**config.mk**
```make
export PLATFORM = sky130hd
export DESIGN_NAME = fpbs_cell
export DESIGN_NICKNAME = d
export VERILOG_FILES = /design/src/rtl/fpbs_pkg.sv /design/src/rtl/fpbs_cell.sv
export SDC_FILE = /design/constraint.sdc
export NUM_CORES = 1
export LEC_CHECK = 0
export BUFFER_PORTS_ARGS = -buffer_cell sky130_fd_sc_hd__buf_4
export CAP_MARGIN = 20
export CORE_MARGIN = 4
export CORE_UTILIZATION = 30
export DETAILED_ROUTE_END_ITERATION = 8
export PLACE_DENSITY_LB_ADDON = 0.25
export SLEW_MARGIN = 25
export SYNTH_ARGS = -nofsm -noshare
export SYNTH_HDL_FRONTEND = slang
export SYNTH_SLANG_ARGS = --single-unit
```
**constraint.sdc**
```tcl
create_clock -name clk -period 6.03 [get_ports clk]
set_input_delay 1.206 -clock clk [delete_from_list [all_inputs] [get_ports clk]]
set_output_delay 1.206 -clock clk [all_outputs]
set_load 0.02 [all_outputs]
```
**src/rtl/fpbs_pkg.sv**
```systemverilog
`default_nettype none
package fpbs_pkg;
	localparam int ID_W = 4;
	localparam int PER_W = 32;
	localparam int PRI_W = 16;
	localparam int MASK_W = 16;

	typedef enum logic [1:0] {
		CMD_CREATE   = 2'd0,
		CMD_ENQUEUE  = 2'd1,
		CMD_DEQUEUE  = 2'd2,
		CMD_SCHEDULE = 2'd3
	} cmd_t;

	typedef enum logic [1:0] {
		STRAT_RM = 2'd0,
		STRAT_DM = 2'd1,
		STRAT_FP = 2'd2,
		STRAT_XX = 2'd3
	} strat_t;

	// sort keys that travel with an entry through the queue cells
	typedef struct packed {
		logic [PER_W-1:0] period;
		logic [PER_W-1:0] deadline;
		logic [PRI_W-1:0] prio;
	} key_t;

	// control from the sequencer to every cell
	typedef struct packed {
		logic       ins;
		logic       del;
		logic       upd;
		logic [5:0] id;
		key_t       key;
		strat_t     strat;
	} cell_ctl_t;
endpackage
`default_nettype wire

```
**src/rtl/fpbs_cell.sv**
```systemverilog
`default_nettype none
// one queue slot: holds an entry id and its sort key, shifts right on insert
// and left on delete
module fpbs_cell #(
	parameter int IDW = 4
) (
	input  wire logic              clk,
	input  wire logic              arst_n,
	input  wire fpbs_pkg::cell_ctl_t ctl,
	input  wire logic              prev_valid,
	input  wire logic              prev_hit,
	input  wire logic [IDW-1:0]    prev_id,
	input  wire fpbs_pkg::key_t    prev_key,
	input  wire logic              prev_del,
	input  wire logic              next_valid,
	input  wire logic [IDW-1:0]    next_id,
	input  wire fpbs_pkg::key_t    next_key,
	output logic                   valid_q,
	output logic [IDW-1:0]         id_q,
	output fpbs_pkg::key_t         key_q,
	output logic                   hit,
	output logic                   del_here
);
	import fpbs_pkg::*;

	logic ahead;
	logic shift_in;
	logic shift_out;

	// new entry goes ahead of this one under the current order
	always_comb begin
		case (ctl.strat)
			STRAT_RM: ahead = ctl.key.period <= key_q.period;
			STRAT_DM: ahead = ctl.key.deadline <= key_q.deadline;
			default:  ahead = ctl.key.prio >= key_q.prio;
		endcase
	end

	// hit: insertion point at or before this slot
	assign hit = prev_hit | ~valid_q | ahead;
	assign del_here = prev_del | (valid_q && id_q == ctl.id[IDW-1:0]);
	assign shift_in = ctl.ins & hit;
	assign shift_out = ctl.del & del_here;

	// slot update
	always_ff @(posedge clk or negedge arst_n) begin
		if (!arst_n) begin
			valid_q <= 1'b0;
		end else if (shift_in) begin
			valid_q <= prev_hit ? prev_valid : 1'b1;
		end else if (shift_out) begin
			valid_q <= next_valid;
		end
	end

	always_ff @(posedge clk) begin
		if (shift_in) begin
			if (prev_hit) begin
				id_q  <= prev_id;
				key_q <= prev_key;
			end else begin
				id_q  <= ctl.id[IDW-1:0];
				key_q <= ctl.key;
			end
		end else if (shift_out) begin
			id_q  <= next_id;
			key_q <= next_key;
		end else if (ctl.upd && valid_q && id_q == ctl.id[IDW-1:0]) begin
			// re-created entry keeps its place but takes the new key
			key_q <= ctl.key;
		end
	end
endmodule
`default_nettype wire

```
### Word level (Yosys, flattened, before mapping)

Index checks and enable logic that the tools add are counted.
W data, S select, Z words.

* bits in registers: 85
* bits of input ports: 265

* bitwise logic cells: 6
* reductions and logical operators: 6
* multiplexer cells: 11
* $lt $le $gt $ge: 3
* equal/unequal tests: 2

Operator list (count)
* $mux W80: 4
* $le A32 B32 Y1: 2
* $ge A16 B16 Y1: 1
* $mux W4: 3
* $eq A4 B4 Y1: 1
* $logic_and A1 B1 Y1: 3
* $mux W1: 3
* $or A1 B1 Y1: 3
* $reduce_bool A3 Y1: 1
* $and A1 B1 Y1: 2
* $eq A2 B1 Y1 const B: 1
* $logic_not A2 Y1: 1
* $pmux W1 S2: 1
* $reduce_bool A2 Y1: 1
* $not A1 Y1: 1

### Longest topological paths before layout

Gate-level depths: netlist of the first run.

* depth after elaboration: 6
* mapped depth: 12
* mapped depth without buffers: 10

### Least setup slack after synthesis of the first run

Ideal clock, no wire load.

* path kind: in2reg
* start: input ctl[65] (netlist bit)
* end: register key_q[0] (netlist bit) (enable)
* stages: 9
* data required time: 5.032 ns
* setup slack: 0.291 ns
* setup time: 0.998 ns
* arrival time: 4.741 ns
* cell sequence: ha_1 -> nand4_1 -> or2_2 -> a211oi_1 -> nor4_1 -> o41ai_1 -> o21ai_0 -> o21ai_0 -> nand3_1

* cells in the longest elaborated chain, start to end: 5

Ends and longest elaborated chain
* start, declared: RTL line fpbs_cell.sv:9 `input wire fpbs_pkg::cell_ctl_t ctl,`
* $le A32 B32 Y1: RTL line fpbs_cell.sv:33 `STRAT_RM: ahead = ctl.key.period <= key_q.period;`
* $pmux W1 S2: RTL line fpbs_cell.sv:32 `case (ctl.strat)`
* $or A1 B1 Y1: RTL line fpbs_cell.sv:40 `assign hit = prev_hit | ~valid_q | ahead;`
* $and A1 B1 Y1: RTL line fpbs_cell.sv:42 `assign shift_in = ctl.ins & hit;`
* $reduce_bool A3 Y1 (no line)
* end signal, assigned: RTL line fpbs_cell.sv:60 `key_q <= prev_key;`
* end signal, assigned: RTL line fpbs_cell.sv:63 `key_q <= ctl.key;`
* end signal, assigned: RTL line fpbs_cell.sv:67 `key_q <= next_key;`
* end, declared: RTL line fpbs_cell.sv:20 `output fpbs_pkg::key_t key_q,`

Every way passes these cells.
A chain may end at the register's enable or synchronous reset.

### Worst setup path in the final report of the first run

* start: input ctl[65] (netlist bit)
* end: output hit

* cells in the longest elaborated chain, start to end: 3

Ends and longest elaborated chain
* $le A32 B32 Y1: RTL line fpbs_cell.sv:33
* $pmux W1 S2: RTL line fpbs_cell.sv:32
* $or A1 B1 Y1: RTL line fpbs_cell.sv:40
* end, declared: RTL line fpbs_cell.sv:21 `output logic hit,`

Every way passes these cells.

==> flow_summary_export.csv, run 1 <==
group,metric,value,unit
run_status,status,"finished, final reports clean",
detailed_routing,dr.pass1.iters,4,
detailed_routing,wl_per_cell,18.4,um
yosys,netlist_instances,605,
yosys,synthTopCellsByCount,"84 x edfxtp_1, 83 x inv_1, 82 x or2_2",
sta,setup_tns,0,ns
clock_tree,cts_made_buffers,9,
yosys,synth-main-ff-cell,"edfxtp_1",
clock_tree,cts-hold-fix-buffers,0,
detailed_routing,vias,6070,
sta,finalHoldViolCount,0,
pwr,p_switching,717,uW
sta,tightestPinTransition,0.723,ns
critical_path,end_kind,"output pin",
sta,maxSlewViolCount,0,
clock_tree,cts-root-buf,"clkbuf_16",
sta,maxSlewHeadroom,51.4,%
placement,hpwl,18000,um
sta,setup_slack,1.02,ns
placement,port-buffer-count,349,
critical_path,cp.arrival,3.80,ns
final_layout,drive_gt1_share,48.3,%
clock_tree,cts_setup_buffers,0,
hold_path,hold_path_class,"in -> async",
die,floorplan.core_area,21100,um2
yosys,synth_nets,950,
pwr,total_power,2240,uW
global_route,grt_pass1_vias,6079,
sta,rsz0062_at_grt,"false",
clock_tree,cts_tree,"built",
detailed_routing,ant_nets,0,
die,io_pins,352,
yosys,async_flop_share,1.18,%
yosys,synth_edf_count,84,
clock_tree,htreeDepth,3,
yosys,postSynthAreaPerCell,10.6,um2
critical_path,path_class,"in -> out",
detailed_routing,drt_iter0_drc,220,
clock_tree,cts.reportedPaths.clkPinSlew,0.06,ns
yosys,yosysMostFrequentCell,"edfxtp_1",
yosys,ys_seq_elements,85,
sta,finClkSkew,0.0119,ns
die,initial_utilization,30.5,%
die,rows,53,
yosys,synth_area_leader_cell,"edfxtp_1",
final_layout,area_growth_syn_to_layout,49.4,%
clock_tree,clk-insertion-delay-late,0.35,ns
global_route,grt_pass1_wl,33500,um
critical_path,path_max_fanout,10,
pwr,pwr-share-seq,36.2,%
yosys,ys_warn_count,0,
critical_path,required,4.82,ns
global_route,antenna_found_initial,0,
critical_path,start_kind,"input port",
pwr,power_frac_comb,36.8,%
global_route,grt_overflow,0,
global_route,grt_usage,17.9,%
pwr,switching_share,32.0,%
pwr,internal_power,1520,uW
final_layout,diodes,0,
yosys,ys_seq_area_share,39.6,%
yosys,synth_area_leaders,"edfxtp_1 39%, ha_1 16%, o221a_1 14%",
global_route,grt_max_degree,81,
detailed_routing,via_per_inst,4.96,
yosys,yosysUniqueCellTypes,46,
sta,fin_crit_sh,83.1,%
run,cap_violations,0,
detailed_routing,drc_errors,0,
die,die_area,23900,um2
sta,fmax,0.200,GHz
detailed_routing,wirelength,22500,um
sta,period_minus_slack,5.01,ns
final_layout,nets,1288,
clock_tree,clk_path_buf_depth,2,
yosys,synth_area,6440,um2
placement,dp_slack,0.991,ns
pwr,p_leak,0.00447,uW
clock_tree,clock_sinks,85,
pwr,pwr-share-clk,27.0,%
die,die-width,154,um
pwr,ir_drop,0.115,mV
clock_tree,cts-resized-gates,0,
pwr,power.density,233,nW/um2
placement,routabilityCongestion,0.806,
yosys,synth_top_area_share,39.2,%
die,dieHeight,154,um
sta,finalSetupViolCount,0,
[power groups by stage]
stage	clock network (uW)	logic (uW)	registers, uW
after floorplan	0	351	929
after global placement	0	828	821
after detailed placement	0	835	824
after CTS	622	838	813
after global routing	646	911	822
final	604	824	811
[per-stage QoR]
step / area [um2] / instances / hold WS (ns) / util [%]
2_1_floorplan: 6440 / 605 / 0.719 / -
3_3_place_gp: 9310 / 1207 / 0.704 / 44.1
3_5_place_dp: 9310 / 1207 / 0.727 / 44.1
4_1_cts: 9620 / 1223 / 0.608 / 45.6
5_1_grt: 9620 / 1223 / 0.617 / 45.6
6_report: 9620 / 1223 / 0.629 / 45.6
[critical path, cell delays in order]
cell	delay (ns)
buf_4	0.11
ha_1	0.30
nand4_1	0.14
or2_2	0.34
a211oi_1	0.27
nor4_1	0.14
o41ai_1	0.51
o21a_1	0.49
nand2_1	0.10
buf_4	0.17
[placed cells by master (no fill, tap or decap), drive strengths merged, types with 3 or more instances in the layout]
cell,Yosys,layout
ha,80,80
xor2,3,3
and4,3,3
buf,12,355
a21o,4,4
o21ai,17,17
nor2,13,13
o21a,4,4
o22ai,5,5
edfxtp,84,84
nor2b,4,4
nand4,11,11
o221a,80,80
a211oi,6,6
or2,82,82
clkbuf,16,11
clkinv,0,3
nor4b,4,4
nor4,5,5
a21oi,32,32
inv,83,83
nand3,5,5
nand2,30,30
[cell families after synthesis]
logic type | synth area share (%)
XOR/XNOR | 0.544
multiplexers | 0.155
flip-flops | 39.6
AO/OA/AOI/OAI | 22.4
adder cells (fa/ha/maj) | 15.5
AND/OR/NAND/NOR | 14.2
buffers and inverters | 7.58
[routing by layer]
metal | track usage, % | vias up | wire [um]
met2 | 30.8 | 226 | 11000
met1 | 22.2 | 2845 | 9410
li1 | - | 2970 | -
met3 | 4.22 | 29 | 1560
met4 | 5.97 | 0 | 496
met5 | 0 | - | 0
[state kept, by name (all words and copies together) (netlist names)]
| signal | cells |
|---|---|
| key_q | 80 |
| id_q | 4 |
| valid_q | 1 |
[path summary, 6_finish.rpt]
path,start,end,slack [ns],depth (start not counted)
worst max-delay path,ctl[65],hit,1.02,10
max in group asynchronous,arst_n,valid_q,5.32,1
worst min register to register,valid_q,valid_q,0.72,2
worst min-delay path,arst_n,valid_q,0.63,1
worst max register to register,key_q[63],key_q[3],2.20,11
min in group clk,valid_q,valid_q,0.72,2
[final cells by class]
cell class	count	area [um2]
Fill cell	2065	11500
Clock inverter	5	75.1
Clock buffer	11	233
Inverter	83	312
Timing Repair Buffer	355	2680
Multi-Input combinational cell	409	3430
Tap cell	275	344
Sequential cell	85	2550
Power figures use the tool's default switching activity.
==> run 2, diff against run 1 <==
--- a/config.mk
+++ b/config.mk
@@ -5,6 +5,7 @@
 export SDC_FILE = /design/constraint.sdc
 export NUM_CORES = 1
 export LEC_CHECK = 0
+export ABC_AREA = 1
 export BUFFER_PORTS_ARGS = -buffer_cell sky130_fd_sc_hd__buf_4
 export CAP_MARGIN = 20
 export CORE_MARGIN = 4
==> constraint.sdc (replaced) <==
create_clock -name clk -period 5 [get_ports clk]
set_input_delay 1 -clock clk [delete_from_list [all_inputs] [get_ports clk]]
set_output_delay 1 -clock clk [all_outputs]
set_load 0.02 [all_outputs]
==> flow_summary_export.csv, run 2 <==
group,metric,value,unit
run_status,status,"finished, final reports clean",
final_layout,drive_gt1_share,31.6,%
critical_path,start_kind,"input port",
final_layout,nFillCells,2573,
detailed_routing,dr.pass1.iters,5,
pwr,power_frac_comb,40.7,%
yosys,postSynthAreaPerCell,7.72,um2
final_layout,area_growth_syn_to_layout,41.4,%
clock_tree,clk-insertion-delay-late,0.35,ns
placement,routabilityCongestion,0.806,
hold_path,hold_path_class,"in -> async",
critical_path,cp_num_buf_inv,2,
detailed_routing,vias,7613,
clock_tree,cts_setup_buffers,0,
pwr,p_switching,1030,uW
global_route,grt_usage,17.5,%
critical_path,cp_cell_sequence,"buf_4 -> ha_1 -> a21oi_1 -> nor2_1 -> nor3_1 -> nand2_1 -> a21oi_1 -> nand2_1 -> nand2_1 -> nand3_2 -> nand3_4 -> buf_4",
critical_path,end_kind,"output pin",
final_layout,final_cell_mix,"387 x nand2_1, 355 x buf_4, 102 x inv_1",
placement,dp_slack,1.09,ns
clock_tree,cts-root-buf,"clkbuf_16",
sta,period_minus_slack,3.58,ns
sta,rsz0062_at_grt,"false",
final_layout,diodes,0,
pwr,pwr-share-seq,34.2,%
global_route,grt_overflow,0,
clock_tree,cts.reportedPaths.clkPinSlew,0.06,ns
final_layout,regArea,2550,um2
sta,fin_crit_sh,71.5,%
sta,fmax,0.280,GHz
die,initial_utilization,30.4,%
sta,finClkSkew,0.0140,ns
final_layout,largest_register_ffs,80,
final_layout,nets,1662,
global_route,grt_pass1_vias,7308,
global_route,antenna_found_initial,0,
pwr,switching_share,35.3,%
pwr,power.density,269,nW/um2
critical_path,required,4.00,ns
yosys,ys_seq_area_share,33.2,%
die,floorplan.core_area,25200,um2
sta,tightestPinTransition,0.871,ns
pwr,pwr-share-clk,25.1,%
die,rows,58,
detailed_routing,ant_nets,0,
yosys,yosysMostFrequentCell,"nand2_1",
placement,port-buffer-count,349,
die,die-width,168,um
sta,hold-worst-slack,0.433,ns
critical_path,worstSetupStartpoint,"ctl[79]",
run,cap_violations,0,
yosys,ys_warn_count,0,
die,io_pins,352,
global_route,grt_pass1_wl,39500,um
clock_tree,clk_path_buf_depth,2,
clock_tree,clock_sinks,85,
final_layout,reg_top3,"key_q x80, id_q x4, valid_q x1",
yosys,ys_seq_elements,85,
pwr,p_leak,0.00576,uW
yosys,async_flop_share,1.18,%
sta,maxSlewViolCount,0,
yosys,synth_edf_count,84,
sta,setup_slack,1.42,ns
detailed_routing,via_per_inst,4.61,
clock_tree,cts_tree,"built",
final_layout,final_common_cell,"nand2_1",
yosys,yosysUniqueCellTypes,32,
yosys,synth_top_area_share,32.9,%
yosys,synth_area_leaders,"edfxtp_1 33%, nand2_1 19%, ha_1 13%",
die,dieHeight,168,um
clock_tree,htreeDepth,3,
detailed_routing,drt_iter0_drc,371,
pwr,internal_power,1890,uW
yosys,synth_area,7670,um2
critical_path,path_class,"in -> out",
pwr,ir_drop,0.139,mV
clock_tree,cts_made_buffers,9,
placement,hpwl,19600,um
die,die_area,28200,um2
final_layout,regMostFlops,"key_q",
sta,maxSlewHeadroom,41.9,%
critical_path,critical_path.top_delay_family,"simple AND/OR/NAND/NOR gates",
critical_path,cpPeakStageDelay,0.30,ns
critical_path,rr_startpoint,"key_q[77]",
sta,finalHoldViolCount,0,
critical_path,cp.arrival,2.58,ns
yosys,synth_area_leader_cell,"edfxtp_1",
detailed_routing,wl_per_cell,15.7,um
critical_path,cpMostUsedCell,"nand2_1",
critical_path,path_max_fanout,3,
clock_tree,cts-resized-gates,0,
sta,finalSetupViolCount,0,
yosys,synth-main-ff-cell,"edfxtp_1",
clock_tree,cts-hold-fix-buffers,0,
final_layout,multi_input_area,4490,um2
final_layout,finish.utilization,43.1,%
global_route,grt_max_degree,81,
detailed_routing,wirelength,25900,um
yosys,synthTopCellsByCount,"388 x nand2_1, 102 x inv_1, 84 x edfxtp_1",
detailed_routing,drc_errors,0,
yosys,synth_nets,1338,
critical_path,critPathSlowestCell,"ha_1",
yosys,netlist_instances,993,
==> run 2: cells by family after synthesis <==
group                      share of synthesized area [%]
muxes                                               10.6
xor gates and xnor gates                           0.457
and+or+nand+nor                                     23.5
DFF                                                 33.2
adders and majority gates                           13.1
AOI/OAI and AO/OA                                   10.8
buffers and inverters                               8.45
==> run 2: metal layers <==
layer  global-route usage [%]  share of wire (%)  vias up
met5                        0                  0        -
met4                     5.22                2.0        0
met3                     3.97                7.6       27
met2                     30.1                 48      258
met1                     22.0                 42     3404
li1                         -                  -     3924
==> run 2: final cells by class <==
class                           instances  share of cell area [%]
Clock buffer                           10                    2.11
Multi-Input combinational cell        761                    41.4
Tap cell                              330                    3.81
Sequential cell                        85                    23.5
Clock inverter                          5                   0.704
Inverter                              103                    3.56
Timing Repair Buffer                  357                    24.9
==> run 2: power groups by stage <==
stage,combinational (uW),sequential (uW),clock (uW)
after CTS,1210,1000,753
after global routing,1340,1020,789
final,1190,999,733
after detailed placement,1200,1010,0
after floorplan,560,1160,0
after global placement,1190,1010,0
==> run 2: final timing paths <==
path	to	slack, ns	cells past startpoint
setup / recovery	hit	1.42	12
hold / removal	valid_q	0.43	1
setup reg to reg	key_q[30]	1.86	14
hold reg to reg	valid_q	0.64	2
max in group asynchronous	valid_q	4.48	1
min in group clk	valid_q	0.64	2
==> run 2: through the flow <==
stage | TNS [ns] | std cells | total power, uW | area (um2)
finish | 0 | 1651 | 2920 | 10800
global route | 0 | 1651 | 3140 | 10800
CTS | 0 | 1651 | 2960 | 10800
detailed placement | 0 | 1636 | 2220 | 10500
global placement | 0 | 1636 | 2200 | 10500
floorplan | -57.05 | 993 | 1720 | 7670
